File: config.mk
export PLATFORM = sky130hd
export DESIGN_NAME = stream_find_replace
export DESIGN_NICKNAME = d
export VERILOG_FILES = /design/src/rtl/sfr_pkg.sv /design/src/rtl/sfr_datapath.sv /design/src/rtl/sfr_ctrl.sv /design/src/rtl/stream_find_replace.sv
export SDC_FILE = /design/constraint.sdc
export NUM_CORES = 1
export LEC_CHECK = 0
export ABC_AREA = 0
export ABC_CLOCK_PERIOD_IN_PS = 4400
export BUFFER_PORTS_ARGS = -buffer_cell sky130_fd_sc_hd__buf_2
export CAP_MARGIN = 20
export CORE_MARGIN = 1
export CORE_UTILIZATION = 42
export DETAILED_ROUTE_END_ITERATION = 10
export SYNTH_ARGS = -nofsm -noshare
export SYNTH_HDL_FRONTEND = slang
export SYNTH_SLANG_ARGS = --single-unit
File: constraint.sdc
create_clock -name clk_i -period 4.4 [get_ports clk_i]
set_clock_uncertainty 0.2 [all_clocks]
set_input_delay 0.22 -clock clk_i [delete_from_list [all_inputs] [get_ports clk_i]]
set_output_delay 0.22 -clock clk_i [all_outputs]
set_load 0.02 [all_outputs]
File: src/rtl/sfr_pkg.sv
`timescale 1ns / 1ps
`default_nettype none

package sfr_pkg;

  localparam int unsigned PatternMax = 8;
  localparam int unsigned ReplaceMax = 8;
  localparam int unsigned CntW       = $clog2(PatternMax + 1);
  localparam int unsigned HeldIdxW   = $clog2(PatternMax);
  localparam int unsigned RepIdxW    = $clog2(ReplaceMax);

  typedef enum logic [2:0] {
    CFG_SEARCH_PATTERN     = 3'd0,
    CFG_SEARCH_LENGTH      = 3'd1,
    CFG_REPLACEMENT_TEXT   = 3'd2,
    CFG_REPLACEMENT_LENGTH = 3'd3
  } cfg_index_e;

  // Controller to datapath
  typedef struct packed {
    logic append;      // store the incoming byte at the tail
    logic emit_held;   // send the oldest held byte and shift
    logic emit_rep;    // send the next replacement byte
    logic emit_empty;  // send an empty closing word
    logic last;        // mark the word being sent as last of text
    logic match;       // count a match and drop the held bytes
    logic end_text;    // reset held count and match total
  } sfr_cmd_t;

  // Datapath to controller
  typedef struct packed {
    logic cnt_zero;
    logic cnt_one;
    logic prefix;      // held bytes agree with the head of the pattern
    logic full;        // as many held bytes as the pattern is long
    logic rep_zero;
    logic rep_last;
    logic out_free;    // output register can take a word this cycle
  } sfr_status_t;

  function automatic logic [3:0] eff_search_len(input logic [3:0] len);
    logic [3:0] n;
    n = len;
    if (n == 4'd0) n = 4'd1;
    if (n > 4'(PatternMax)) n = 4'(PatternMax);
    return n;
  endfunction

  function automatic logic [3:0] eff_repl_len(input logic [3:0] len);
    logic [3:0] n;
    n = len;
    if (n > 4'(ReplaceMax)) n = 4'(ReplaceMax);
    return n;
  endfunction

endpackage

`default_nettype wire

File: src/rtl/sfr_datapath.sv
`timescale 1ns / 1ps
`default_nettype none

module sfr_datapath import sfr_pkg::*; (
  input  wire logic               clk_i,
  input  wire logic               rst_ni,
  input  wire logic               cfg_we_i,
  input  wire logic [2:0]         cfg_index_i,
  input  wire logic [63:0]        cfg_data_i,
  input  wire logic [7:0]         in_byte_i,
  input  wire sfr_cmd_t           cmd_i,
  output sfr_status_t             status_o,
  input  wire logic               out_ready_i,
  output logic                    out_valid_o,
  output logic [7:0]              out_byte_o,
  output logic                    out_byte_valid_o,
  output logic                    out_last_o,
  output logic [15:0]             out_count_o
);

  logic [63:0]        pat_q, rep_q;
  logic [3:0]         slen_q, rlen_q;
  logic [3:0]         slen, rlen;
  logic [7:0]         held_q [PatternMax];
  logic [CntW-1:0]    cnt_q, cnt_d;
  logic [15:0]        total_q, total_d;
  logic [RepIdxW-1:0] rep_idx_q, rep_idx_d;
  logic               out_valid_q, out_valid_d;
  logic [7:0]         out_byte_q;
  logic               out_bv_q, out_last_q;
  logic [15:0]        out_count_q;
  logic [PatternMax-1:0] mismatch;
  logic               load;
  logic [7:0]         rep_byte;

  assign slen = eff_search_len(slen_q);
  assign rlen = eff_repl_len(rlen_q);

  always_comb begin
    for (int i = 0; i < PatternMax; i++) begin
      mismatch[i] = (CntW'(i) < cnt_q) && (held_q[i] != pat_q[8*i +: 8]);
    end
  end

  assign rep_byte = rep_q[8*rep_idx_q +: 8];

  assign status_o.cnt_zero = (cnt_q == '0);
  assign status_o.cnt_one  = (cnt_q == CntW'(1));
  assign status_o.prefix   = ~|mismatch;
  assign status_o.full     = (4'(cnt_q) >= slen);
  assign status_o.rep_zero = (rlen == 4'd0);
  assign status_o.rep_last = ((4'(rep_idx_q) + 4'd1) == rlen);
  assign status_o.out_free = ~out_valid_q | out_ready_i;

  assign load = cmd_i.emit_held | cmd_i.emit_rep | cmd_i.emit_empty;

  // Configuration registers
  always_ff @(posedge clk_i or negedge rst_ni) begin
    if (!rst_ni) begin
      pat_q  <= '0;
      slen_q <= 4'd1;
      rep_q  <= '0;
      rlen_q <= '0;
    end else if (cfg_we_i) begin
      unique case (cfg_index_i)
        CFG_SEARCH_PATTERN:     pat_q  <= cfg_data_i;
        CFG_SEARCH_LENGTH:      slen_q <= cfg_data_i[3:0];
        CFG_REPLACEMENT_TEXT:   rep_q  <= cfg_data_i;
        CFG_REPLACEMENT_LENGTH: rlen_q <= cfg_data_i[3:0];
        default: ;
      endcase
    end
  end

  always_comb begin
    cnt_d = cnt_q;
    if (cmd_i.end_text || cmd_i.match) begin
      cnt_d = '0;
    end else if (cfg_we_i && (cfg_index_i == CFG_SEARCH_PATTERN ||
                              cfg_index_i == CFG_SEARCH_LENGTH)) begin
      cnt_d = '0;
    end else if (cmd_i.append && cnt_q < CntW'(PatternMax)) begin
      cnt_d = cnt_q + CntW'(1);
    end else if (cmd_i.emit_held) begin
      cnt_d = cnt_q - CntW'(1);
    end
  end

  always_comb begin
    total_d = total_q;
    if (cmd_i.end_text) begin
      total_d = '0;
    end else if (cmd_i.match && total_q != 16'hFFFF) begin
      total_d = total_q + 16'd1;
    end
  end

  always_comb begin
    rep_idx_d = rep_idx_q;
    if (cmd_i.match) begin
      rep_idx_d = '0;
    end else if (cmd_i.emit_rep) begin
      rep_idx_d = rep_idx_q + RepIdxW'(1);
    end
  end

  always_comb begin
    out_valid_d = out_valid_q;
    if (load) begin
      out_valid_d = 1'b1;
    end else if (out_ready_i) begin
      out_valid_d = 1'b0;
    end
  end

  always_ff @(posedge clk_i or negedge rst_ni) begin
    if (!rst_ni) begin
      cnt_q       <= '0;
      total_q     <= '0;
      rep_idx_q   <= '0;
      out_valid_q <= 1'b0;
    end else begin
      cnt_q       <= cnt_d;
      total_q     <= total_d;
      rep_idx_q   <= rep_idx_d;
      out_valid_q <= out_valid_d;
    end
  end

  // Held bytes: append at the tail, shift towards the head on release
  always_ff @(posedge clk_i) begin
    if (cmd_i.append && cnt_q < CntW'(PatternMax)) begin
      held_q[cnt_q[HeldIdxW-1:0]] <= in_byte_i;
    end else if (cmd_i.emit_held) begin
      for (int i = 0; i < PatternMax - 1; i++) begin
        held_q[i] <= held_q[i+1];
      end
    end
  end

  always_ff @(posedge clk_i) begin
    if (load) begin
      out_bv_q    <= ~cmd_i.emit_empty;
      out_last_q  <= cmd_i.last;
      out_count_q <= total_q;
      priority if (cmd_i.emit_held) begin
        out_byte_q <= held_q[0];
      end else if (cmd_i.emit_rep) begin
        out_byte_q <= rep_byte;
      end else begin
        out_byte_q <= 8'd0;
      end
    end
  end

  assign out_valid_o      = out_valid_q;
  assign out_byte_o       = out_byte_q;
  assign out_byte_valid_o = out_bv_q;
  assign out_last_o       = out_last_q;
  assign out_count_o      = out_count_q;

endmodule

`default_nettype wire

File: src/rtl/sfr_ctrl.sv
`timescale 1ns / 1ps
`default_nettype none

module sfr_ctrl import sfr_pkg::*; (
  input  wire logic         clk_i,
  input  wire logic         rst_ni,
  input  wire logic         in_valid_i,
  input  wire logic         in_last_i,
  output logic              in_ready_o,
  input  wire sfr_status_t  status_i,
  output sfr_cmd_t          cmd_o
);

  typedef enum logic [3:0] {
    ST_IDLE  = 4'b0001,
    ST_SCAN  = 4'b0010,
    ST_REP   = 4'b0100,
    ST_FLUSH = 4'b1000
  } state_e;

  state_e state_q, state_d;

  always_comb begin
    state_d    = state_q;
    cmd_o      = '0;
    in_ready_o = 1'b0;
    unique case (state_q)
      ST_IDLE: begin
        in_ready_o = 1'b1;
        if (in_valid_i) begin
          if (in_last_i) begin
            state_d = ST_FLUSH;
          end else begin
            cmd_o.append = 1'b1;
            state_d      = ST_SCAN;
          end
        end
      end
      ST_SCAN: begin
        priority if (status_i.cnt_zero) begin
          state_d = ST_IDLE;
        end else if (status_i.prefix) begin
          if (status_i.full) begin
            cmd_o.match = 1'b1;
            state_d     = status_i.rep_zero ? ST_IDLE : ST_REP;
          end else begin
            state_d = ST_IDLE;
          end
        end else if (status_i.out_free) begin
          // release the oldest byte and test the rest again
          cmd_o.emit_held = 1'b1;
        end
      end
      ST_REP: begin
        if (status_i.out_free) begin
          cmd_o.emit_rep = 1'b1;
          if (status_i.rep_last) state_d = ST_IDLE;
        end
      end
      ST_FLUSH: begin
        if (status_i.out_free) begin
          if (status_i.cnt_zero) begin
            cmd_o.emit_empty = 1'b1;
            cmd_o.last       = 1'b1;
            cmd_o.end_text   = 1'b1;
            state_d          = ST_IDLE;
          end else begin
            cmd_o.emit_held = 1'b1;
            if (status_i.cnt_one) begin
              cmd_o.last     = 1'b1;
              cmd_o.end_text = 1'b1;
              state_d        = ST_IDLE;
            end
          end
        end
      end
      default: state_d = ST_IDLE;
    endcase
  end

  always_ff @(posedge clk_i or negedge rst_ni) begin
    if (!rst_ni) begin
      state_q <= ST_IDLE;
    end else begin
      state_q <= state_d;
    end
  end

endmodule

`default_nettype wire

File: src/rtl/stream_find_replace.sv
`timescale 1ns / 1ps
`default_nettype none

// Streaming find-and-replace-all over a byte stream. Each input word is one
// source byte, or with tlast set the end of the text. Every leftmost,
// non-overlapping occurrence of the search pattern (1 to 8 bytes) is replaced
// by the replacement text (0 to 8 bytes); bytes that could still begin a match
// are held back until they are resolved. Output tuser is 1 when the word
// carries a byte; the end of text flushes the held bytes and the final word
// has tlast set (an empty word with tuser 0 when nothing was held) and carries
// the saturating replacement count in its upper bits. An input byte is first
// accepted, then checked as a prefix, then releases any held or replacement
// bytes it frees, up to eight; the end item sends the held bytes, or an empty
// word when nothing was held. No new input word is taken until the last one is
// through. The controller sends one word a cycle through the single output
// register while the output is not stalled. Write the configuration only
// while the block is idle; a write to the search pattern or search length
// drops any held bytes.
module stream_find_replace import sfr_pkg::*; (
  input  wire logic        clk_i,
  input  wire logic        rst_ni,
  input  wire logic        cfg_valid_i,
  output logic             cfg_ready_o,
  input  wire logic [2:0]  cfg_index_i,
  input  wire logic [63:0] cfg_data_i,
  input  wire logic        s_axis_tvalid,
  output logic             s_axis_tready,
  input  wire logic [7:0]  s_axis_tdata,   // [7:0] in_byte
  input  wire logic        s_axis_tlast,   // end_of_text
  output logic             m_axis_tvalid,
  input  wire logic        m_axis_tready,
  output logic [23:0]      m_axis_tdata,   // [7:0] out_byte, [23:8] replace_count
  output logic             m_axis_tuser,   // byte_valid
  output logic             m_axis_tlast    // last_of_text
);

  sfr_cmd_t    cmd;
  sfr_status_t status;
  logic [7:0]  out_byte;
  logic [15:0] out_count;

  assign cfg_ready_o = 1'b1;

  sfr_ctrl u_ctrl (
    .clk_i      (clk_i),
    .rst_ni     (rst_ni),
    .in_valid_i (s_axis_tvalid),
    .in_last_i  (s_axis_tlast),
    .in_ready_o (s_axis_tready),
    .status_i   (status),
    .cmd_o      (cmd)
  );

  sfr_datapath u_dp (
    .clk_i            (clk_i),
    .rst_ni           (rst_ni),
    .cfg_we_i         (cfg_valid_i & cfg_ready_o),
    .cfg_index_i      (cfg_index_i),
    .cfg_data_i       (cfg_data_i),
    .in_byte_i        (s_axis_tdata),
    .cmd_i            (cmd),
    .status_o         (status),
    .out_ready_i      (m_axis_tready),
    .out_valid_o      (m_axis_tvalid),
    .out_byte_o       (out_byte),
    .out_byte_valid_o (m_axis_tuser),
    .out_last_o       (m_axis_tlast),
    .out_count_o      (out_count)
  );

  assign m_axis_tdata = {out_count, out_byte};

endmodule

`default_nettype wire

Yosys cells after proc, flatten, opt, wreduce, memory -nomap -nowiden:

Memory sizes are Yosys's and may differ from the RTL's.
Cells that the tools add are included.

* register bits after elaboration: 190
* bits in writable memories: 64
* bits of input ports: 81
* logic and storage cells: 147
* memories: 1

Memories
* u_dp.held_q: words 8, bits a word 8, read ports 8, clocked after Yosys merged registers in 0, wr ports 7, line sfr_datapath.sv:24 `logic [7:0] held_q [PatternMax];`

* add/sub/neg operators: 5
* magnitude comparators: 12
* equal/unequal tests: 24
* shift operators: 1
* mux-type cells: 57
* bitwise logic cells: 5
* reductions and logical operators: 29

Operator list (number)
* $mux 4: 17
* $ne 8x8->1: 8
* $shiftx 64x7->8: 1
* $mux 16: 2
* $mux 1: 27
* $mux 8: 3
* $add 16x1->16 const B: 1
* $lt 3x4->1 const A: 4
* $ne 16x16->1 const B: 1
* $pmux 4 s4: 1
* $reduce_or 8->1: 2
* $logic_not 4->1: 3
* $mux 3: 4
* $logic_and 1x1->1: 11
* $reduce_and 2->1: 5
* $eq 4x1->1 const B: 2
* $gt 4x4->1 const B: 2
* $lt 1x4->1 const A: 2
* $lt 2x4->1 const A: 2
* $ne 2x2->1 const B: 4
* $eq 3x2->1 const B: 2
* $ne 3x3->1 const B: 2
* $reduce_and 6->1: 1
* $reduce_bool 2->1: 3
* other kinds (18): 23

Longest topological paths before layout:

Gate-level depths: netlist (run 1).

* depth in word-level cells: 12
* gate-level depth with buffers: 12
* depth with buffers taken out: 12

Cells and area by module:

A second synthesis (run 1) with hierarchy kept.

* cell total of the unflattened synthesis: 818
* area total of the unflattened synthesis: 11502.3 µm²

By module, submodules not included
* sfr_datapath: instances 1, cells an instance 781, area an instance 11169.5 µm², seq. area each 6707.7 µm²
* sfr_ctrl: instances 1, cells an instance 35, area an instance 321.6 µm², seq. area each 101.3 µm²
* stream_find_replace: instances 1, cells an instance 2, area an instance 11.3 µm², seq. area each 0.0 µm²

Least setup slack after synthesis (run 1):

OpenSTA, ideal clock, no wires.

* path type: flip-flop to flip-flop
* from: register u_dp.cnt_q[1]
* to: register u_dp.out_valid_q, in the netlist u_dp.out_valid_o
* setup time: 0.129 ns
* arrival time: 2.893 ns
* path slack: 1.178 ns
* stages on the path, launching flop included: 11
* path buffers: 1
* cells stage by stage: dfrtp_1 -> inv_1 -> ha_1 -> inv_1 -> nor2_1 -> a31oi_1 -> a2111oi_0 -> a31oi_1 -> buf_2 -> nand3b_1 -> nand2b_1

* longest elaborated chain between the ends: 9
* elaborated cells on any way between the ends: 30
* classes of those cells: order compare (8); mux (9); bitwise (2); reduce/logical (11)

RTL lines
* start, declared: line sfr_datapath.sv:25 `logic [CntW-1:0] cnt_q, cnt_d;`
* start signal, assigned: line sfr_datapath.sv:123 `cnt_q <= cnt_d;`
* $lt 1x4->1 (tied with other cells): line sfr_datapath.sv:41 `mismatch[i] = (CntW'(i) < cnt_q) && (held_q[i] != pat_q[8*i +: 8]);`
* $logic_and 1x1->1: line sfr_datapath.sv:41
* $reduce_or 8->1: line sfr_datapath.sv:49 `assign status_o.prefix = ~|mismatch;`
* $mux 1: line sfr_ctrl.sv:42 `end else if (status_i.prefix) begin`
* $mux 1: line sfr_ctrl.sv:40 `priority if (status_i.cnt_zero) begin`
* $pmux 1 s2: line sfr_ctrl.sv:27 `unique case (state_q)`
* $or 1x1->1: line sfr_datapath.sv:55 `assign load = cmd_i.emit_held | cmd_i.emit_rep | cmd_i.emit_empty;`
* $or 1x1->1 (*): line sfr_datapath.sv:55
* named net u_dp.load: line sfr_datapath.sv:33 `logic load;`
* $mux 1 / $reduce_bool 2->1 (equally long branches)
* end signal, assigned: line sfr_datapath.sv:126 `out_valid_q <= out_valid_d;`
* end, declared: line sfr_datapath.sv:28 `logic out_valid_q, out_valid_d;`

Mark *: on every way through the listed nets, which the timed path passes. The rest lies on a longest branch.
A chain may end at the register's enable or synchronous reset.

==> impl_results.md, run 1 <==
- DR vias: approximately 7300
- Drt drc: 0
- Syn nets: 916
- Worst skew pair latency: roughly 0.55 ns
- EDFF count, synth: 90
- Crit-path most repeated cell: inv_1
- Crit path cell chain: inv_1, ha_1, inv_1, nor2_1, a31oi_1, a2111oi_0, a31oi_4, buf_4, nor2b_1, a21o_1
- Synth Register Bits: roughly 250
- Clk sinks: around 250
- Required time worst endpoint: between 4 and 5 ns
- Period utilisation layout: 0.8575
- Clock transition at path regs: around 0.06 ns
- Total power: around 7.9 mW
- Hold Violations, Final: 0
- Yosys top cell by area: dfrtp_1
- Routability cong.: ~0.84
- Most used DFF post-synth: dfrtp_1
- Worst Tran Pin Value: ~0.91 ns
- Via/cell ratio: around 5.3
- Floorplan core area: ~27000 sq um
- Aggregate negative setup slack: 0 ns
- Die footprint: roughly 28000 sq um
- Top cells by area, synth: dfrtp_1 (35%), edfxtp_1 (23%), mux2_2 (13%), xor2_1 (3.9%), a21o_1 (3.8%)
- Slew HR: 0.3941
- Final setup fails: 0
- Yosys cell types: 63
- Num CTS Buffers: 29
- Max_cap viols: 0
- Worst EP arrival: 3.97 ns
- RSZ-0062 raised after global routing: false
- Final min period: 3.773 ns
- Slowest CP cell: a2111oi_0
- VDD IR max: 0.3277 mV
- # IOs: 110
- CP startpoint kind: flop
- CP Capture Type: flop
- Clk buf depth: 3
- Detailed placement HPWL: slightly below 20000 microns
- Slew Limit Fails: 0
- CTS H-tree lvls: 1
- Post-synth ARST share: 0.6457
- Status: finished clean
- CTS tree: built
- Initial Util: 0.4286
- Fraction of layout cells with a size suffix above 1: 0.3307
- Port bufs: ~110
- Final core utilization: 0.5256
- Overflow after GRT: 0
- Largest net degree at the start of global routing: 95
- Ant diodes: 0
- Synth warn: 0
- Post-synth top cells: dfrtp_1 (162), mux2_2 (135), edfxtp_1 (90), a21o_1 (58), xor2_1 (51)
- Die X-Extent: 167.8 microns
- Fin area: 14170 sq um
- Worst stage delay on the critical path: roughly 0.67 ns
- Die H: around 170 microns
- Sequential element share of the synthesized area: 0.5894
- ANT nets after route: 0
- Vias in the first global route: between 7000 and 8000
- WL/cell: between 15 and 20 microns
- First-pass GRT wire length: 43100 microns
- GRT Overall Usage: 0.2012
- Nets: about 1100
- CP Class: reg2reg
- DRT Pass-1 Iters: 4
- Crit path max fanout: 30
- Drt total wl: around 27000 microns
- Initial antenna violation count: 0
- Fmax: 265.0 MHz
- Leakage power figure: a little under 6 nW
- Initial DRC count: 448
- Share of the synthesized area in the top cell type: 0.3509
- Layout area overhead: 22.63%
- Hold WC Path Type: in2reg
- Most frequent cell after synthesis: dfrtp_1
- DP Area: 12500 sq um
- Rows: 60
- Syn avg cell area: approximately 14 sq um
- Root Buffer: clkbuf_16
- Post-Syn Area: between 10000 and 15000 sq um
- PwrDens: approximately 560 nW/um^2
- Post-synthesis instance total: a little over 800
area by class of cell:
type | instances | area, sq um
Multi-Input combinational cell | 516 | 4538
Clock inverter | 19 | 173.9
Tap cell | 341 | 426.7
Clock buffer | 35 | 789.5
Timing Repair Buffer | 194 | 1380
Sequential cell | 254 | 6809
Inverter | 13 | 48.80
Fill cell | 2319 | 12780
power breakdown:
group          total (mW)  switching (mW)  internal [mW]
logic                1.92            1.03          0.893
clock network        2.42           0.968           1.45
registers            3.57           0.454           3.11
total                7.91            2.45           5.46
cells by family after synthesis:
family                   share of synthesized area
buffers and inverters                      0.02101
AND/OR/NAND/NOR                            0.07549
AO/OA/AOI/OAI                              0.07083
flip-flops                                  0.5894
multiplexers                                0.1740
other                                    0.0003246
XOR/XNOR                                   0.05914
adder cells (fa/ha/maj)                   0.009748
stage by stage:
stage	cells	hold WS (ns)	setup slack (ns)
after floorplan	826	-0.2756	1.178
after global placement	1248	0.09852	0.6836
after detailed placement	1248	0.09768	0.6591
after CTS	1372	0.02934	0.6318
after global routing	1372	0.07382	0.3963
final	1372	0.04388	0.6269
critical path: cells and delay by family (launching register included):
family                   cells  cell delay (ns)
AO/OA/AOI/OAI                4             1.17
adder cells (fa/ha/maj)      1             0.24
buffers and inverters        3             0.63
flip-flops                   1             0.47
AND/OR/NAND/NOR              2             0.89
path summary, 6_finish.rpt:
kind	startpoint	to	slack, ns	cells past startpoint
max	u_dp.cnt_q[1]$_DFFE_PN0P_	u_dp.held_q[5][4]$_DFFE_PP_	0.63	10
min	cfg_index_i[0]	u_dp.slen_q[3]$_DFFE_PN0P_	0.04	4
max reg2reg	u_dp.cnt_q[1]$_DFFE_PN0P_	u_dp.held_q[5][4]$_DFFE_PP_	0.63	10
min reg2reg	u_dp.total_q[13]$_DFFE_PN0P_	u_dp.out_count_o[13]$_DFFE_PP_	0.27	0
max in group asynchronous	rst_ni	u_dp.pat_q[47]$_DFFE_PN0P_	2.98	3
min in group asynchronous	rst_ni	u_dp.rep_q[9]$_DFFE_PN0P_	0.05	2
cell usage in the layout, fill, tap and decap left out, types with 15 or more instances in the layout:
master	count
dfrtp_1	162
nand2_1	30
nor2_1	33
buf_2	107
xor2_1	51
a21o_1	58
mux2_2	135
xnor2_1	27
clkbuf_16	30
mux4_2	16
dlygate4sd3_1	70
edfxtp_1	90
buf_4	15
metal layers:
layer  global-route usage  wire, microns
met4              0.05345            614
met2               0.3263          12980
met3              0.02421            987
met5                    0              0
met1               0.2868          12820
sequential cells by signal, indices dropped and copies added, names as in the netlist, 4 cells and up:
name / flops
u_ctrl.state_q: 4
u_dp.cnt_q: 4
u_dp.held_q: 64
u_dp.out_byte_o: 8
u_dp.out_count_o: 16
u_dp.pat_q: 64
u_dp.rep_q: 64
u_dp.rlen_q: 4
u_dp.slen_q: 4
u_dp.total_q: 16
repair_timing:
action | CTS | global route
buffers inserted | 0 | 0
hold endpoints to repair | 211 | 0
resized for setup | 0 | 0
endpoints found under the setup margin | 0 | 0
hold buffers | 70 | 0
Power figures use the tool's default switching activity.
==> run 2: changes to the inputs <==
- PLACE_DENSITY_LB_ADDON: not set -> 0.15
==> run 2 against run 1 <==
  * Register-to-register slack got worse by 0.07 ns
  * Die area did not move
  * Combinational power barely moved
  * Critical path depth did not move
  * Critical path type unchanged
  * Largest cell class unchanged
==> impl_results.md, run 2 (synthesized netlist as in run 1, its figures left out) <==
- Crit path max fanout: 24
- Slew Limit Fails: 0
- Required time worst endpoint: roughly 4.4 ns
- Aggregate negative setup slack: 0 ns
- Port bufs: between 100 and 150
- Final core utilization: 0.5218
- Hold WC Path Type: in2reg
- Rows: 60
- CP Class: reg2reg
- Top Usage Layer GRT: met2
- Slew HR: 0.3778
- WL/cell: 20.54 microns
- Slowest CP cell: nor2_1
- Period utilisation layout: 0.8736
- Post-Route Hold Slack: 0.01671 ns
- Final cell count without fillers: 1369
- Ant diodes: 0
- Routability cong.: between 0.8 and 0.9
- Nets: approximately 1100
- Die H: approximately 170 microns
- CP Capture Type: flop
- Final min period: between 3 and 4 ns
- Hold Violations, Final: 0
- Final-layout fill cell count: between 2000 and 2500
- ANT nets after route: 0
- Most common cell after layout, fill and taps aside: dfrtp_1
- Detailed placement HPWL: roughly 20000 microns
- Placement Setup Slack: around 0.58 ns
- Overflow after GRT: 0
- Fraction of layout cells with a size suffix above 1: 0.3220
- Initial DRC count: just under 500
- DR vias: between 7000 and 8000
- Worst stage delay on the critical path: approximately 0.67 ns
- Worst EP arrival: 3.81 ns
- Layout area overhead: 21.73%
- GR met2 Demand/Resource: 0.3261
- Fmax: ~260 MHz
- GRT Overall Usage: 0.2033
- CTS tree: built
- Most frequent cells in the layout: dfrtp_1 (162), mux2_2 (135), buf_2 (107)
- Hold Path End: u_dp.rlen_q[0]$_DFFE_PN0P_
- DRT Pass-1 Iters: 5
- R2R Path Start: u_dp.cnt_q[1]$_DFFE_PN0P_
- Met3 Use GR: 0.03291
- Root Buffer: clkbuf_16
- Met1 Track Usage GR: 0.2938
- Placed cell count: approximately 1200
- Worst Min Path Start: cfg_index_i[1]
- Crit path cell chain: inv_1, ha_1, nor2_1, nor2_1, a21oi_1, a2111oi_0, a31oi_4, buf_4, a21oi_1, nor2_1
- Reg2reg end: u_dp.held_q[6][4]$_DFFE_PP_
- Initial antenna violation count: 0
- PwrDens: 546.0 nW/um^2
- Crit-path most repeated cell: nor2_1
- First-pass GRT wire length: about 44000 microns
- Final setup margin: 0.5563 ns
- R2R depth: 10
- Vias in the first global route: 7333
- Drt total wl: roughly 28000 microns
- Num CTS Buffers: 29
- Initial Util: 0.4286
- Clk buf depth: 3
- Buf+Inv Stages, Crit Path: 2
- Via/cell ratio: between 5 and 6
- Clock transition at path regs: 0.06 ns
- Worst Tran Pin Value: ~0.93 ns
- Critical path's top delay family: compound AO/OA/AOI/OAI gates
- Flop2flop setup slack: ~0.56 ns
- Clk sinks: between 200 and 300
- Die X-Extent: 167.8 microns
- # IOs: 110
- Drt drc: 0
- Max_cap viols: 0
- Die footprint: around 28000 sq um
- RSZ-0062 raised after global routing: false
- VDD IR max: approximately 0.35 mV
- CTS H-tree lvls: 1
- Biggest regs: u_dp.held_q x64, u_dp.pat_q x64, u_dp.rep_q x64
- Hold depth: 3
- Worst skew pair latency: about 0.54 ns
- Final setup fails: 0
- CP startpoint kind: flop
- Status: finished clean
- Leakage power figure: roughly 6 nW
- Largest net degree at the start of global routing: between 100 and 150
- Floorplan core area: ~27000 sq um
==> run 2: changes by cell type in the layout (fill, tap and decap cells not counted), sizes merged <==
cell / delta
buf: -2
clkinvlp: -1
bufinv: -2
inv: -2
clkinv: -2
clkbuf: +6
==> run 2: cell type report <==
| cell class | count | area [sq um] | share of cell area |
|---|---|---|---|
| well taps | 341 | 426.7 | 0.03034 |
| flip-flops and latches | 254 | 6809 | 0.4842 |
| inverters | 13 | 48.80 | 0.003470 |
| multi-input cells | 516 | 4538 | 0.3227 |
| clock buffers | 41 | 770.7 | 0.05481 |
| repair buffers | 192 | 1385 | 0.09850 |
| clock inverters | 12 | 83.83 | 0.005961 |
==> run 2: where the power goes <==
group	switching (mW)	internal, mW
logic	1.03	0.881
clock network	0.928	1.27
registers	0.457	3.11
==> run 2: routing by layer <==
layer | share of wire | vias to the layer above
met1 | 0.47 | 3621
met5 | 0 | -
li1 | - | 3388
met4 | 0.016 | 0
met3 | 0.049 | 32
met2 | 0.47 | 172
==> run 2: worst max-delay path by stage <==
stage | start | to | slack [ns] | cells after the start
after detailed placement | u_dp.cnt_q[1]$_DFFE_PN0P_ | u_dp.held_q[6][1]$_DFFE_PP_ | 0.58 | 10
after global routing | u_dp.cnt_q[1]$_DFFE_PN0P_ | u_dp.held_q[6][2]$_DFFE_PP_ | 0.26 | 10
after CTS | u_dp.cnt_q[1]$_DFFE_PN0P_ | u_dp.held_q[6][4]$_DFFE_PP_ | 0.56 | 10
after global placement | u_dp.cnt_q[1]$_DFFE_PN0P_ | u_dp.held_q[6][5]$_DFFE_PP_ | 0.66 | 10
final | u_dp.cnt_q[1]$_DFFE_PN0P_ | u_dp.held_q[6][4]$_DFFE_PP_ | 0.56 | 10
after floorplan | u_dp.cnt_q[1]$_DFFE_PN0P_ | u_dp.out_valid_o$_DFFE_PN0P_ | 1.18 | 10
==> run 2: worst reg2reg max path: stages (launching register included) <==
cell,delay (ns)
dfrtp_1,0.51
inv_1,0.19
ha_1,0.25
nor2_1,0.19
nor2_1,0.06
a21oi_1,0.24
a2111oi_0,0.16
a31oi_4,0.55
buf_4,0.38
a21oi_1,0.07
nor2_1,0.67
==> run 2: what timing repair did <==
item,CTS,global route
hold buffers,69,1
buffers inserted,0,0
hold endpoints to repair,244,32
gates resized for setup,0,0
==> run 2: through the flow <==
step / area (sq um) / total power, mW
2_1_floorplan: 11550 / 4.818
3_3_place_gp: 12480 / 5.450
3_5_place_dp: 12480 / 5.478
4_1_cts: 14020 / 7.730
5_1_grt: 14060 / 8.079
6_report: 14060 / 7.678
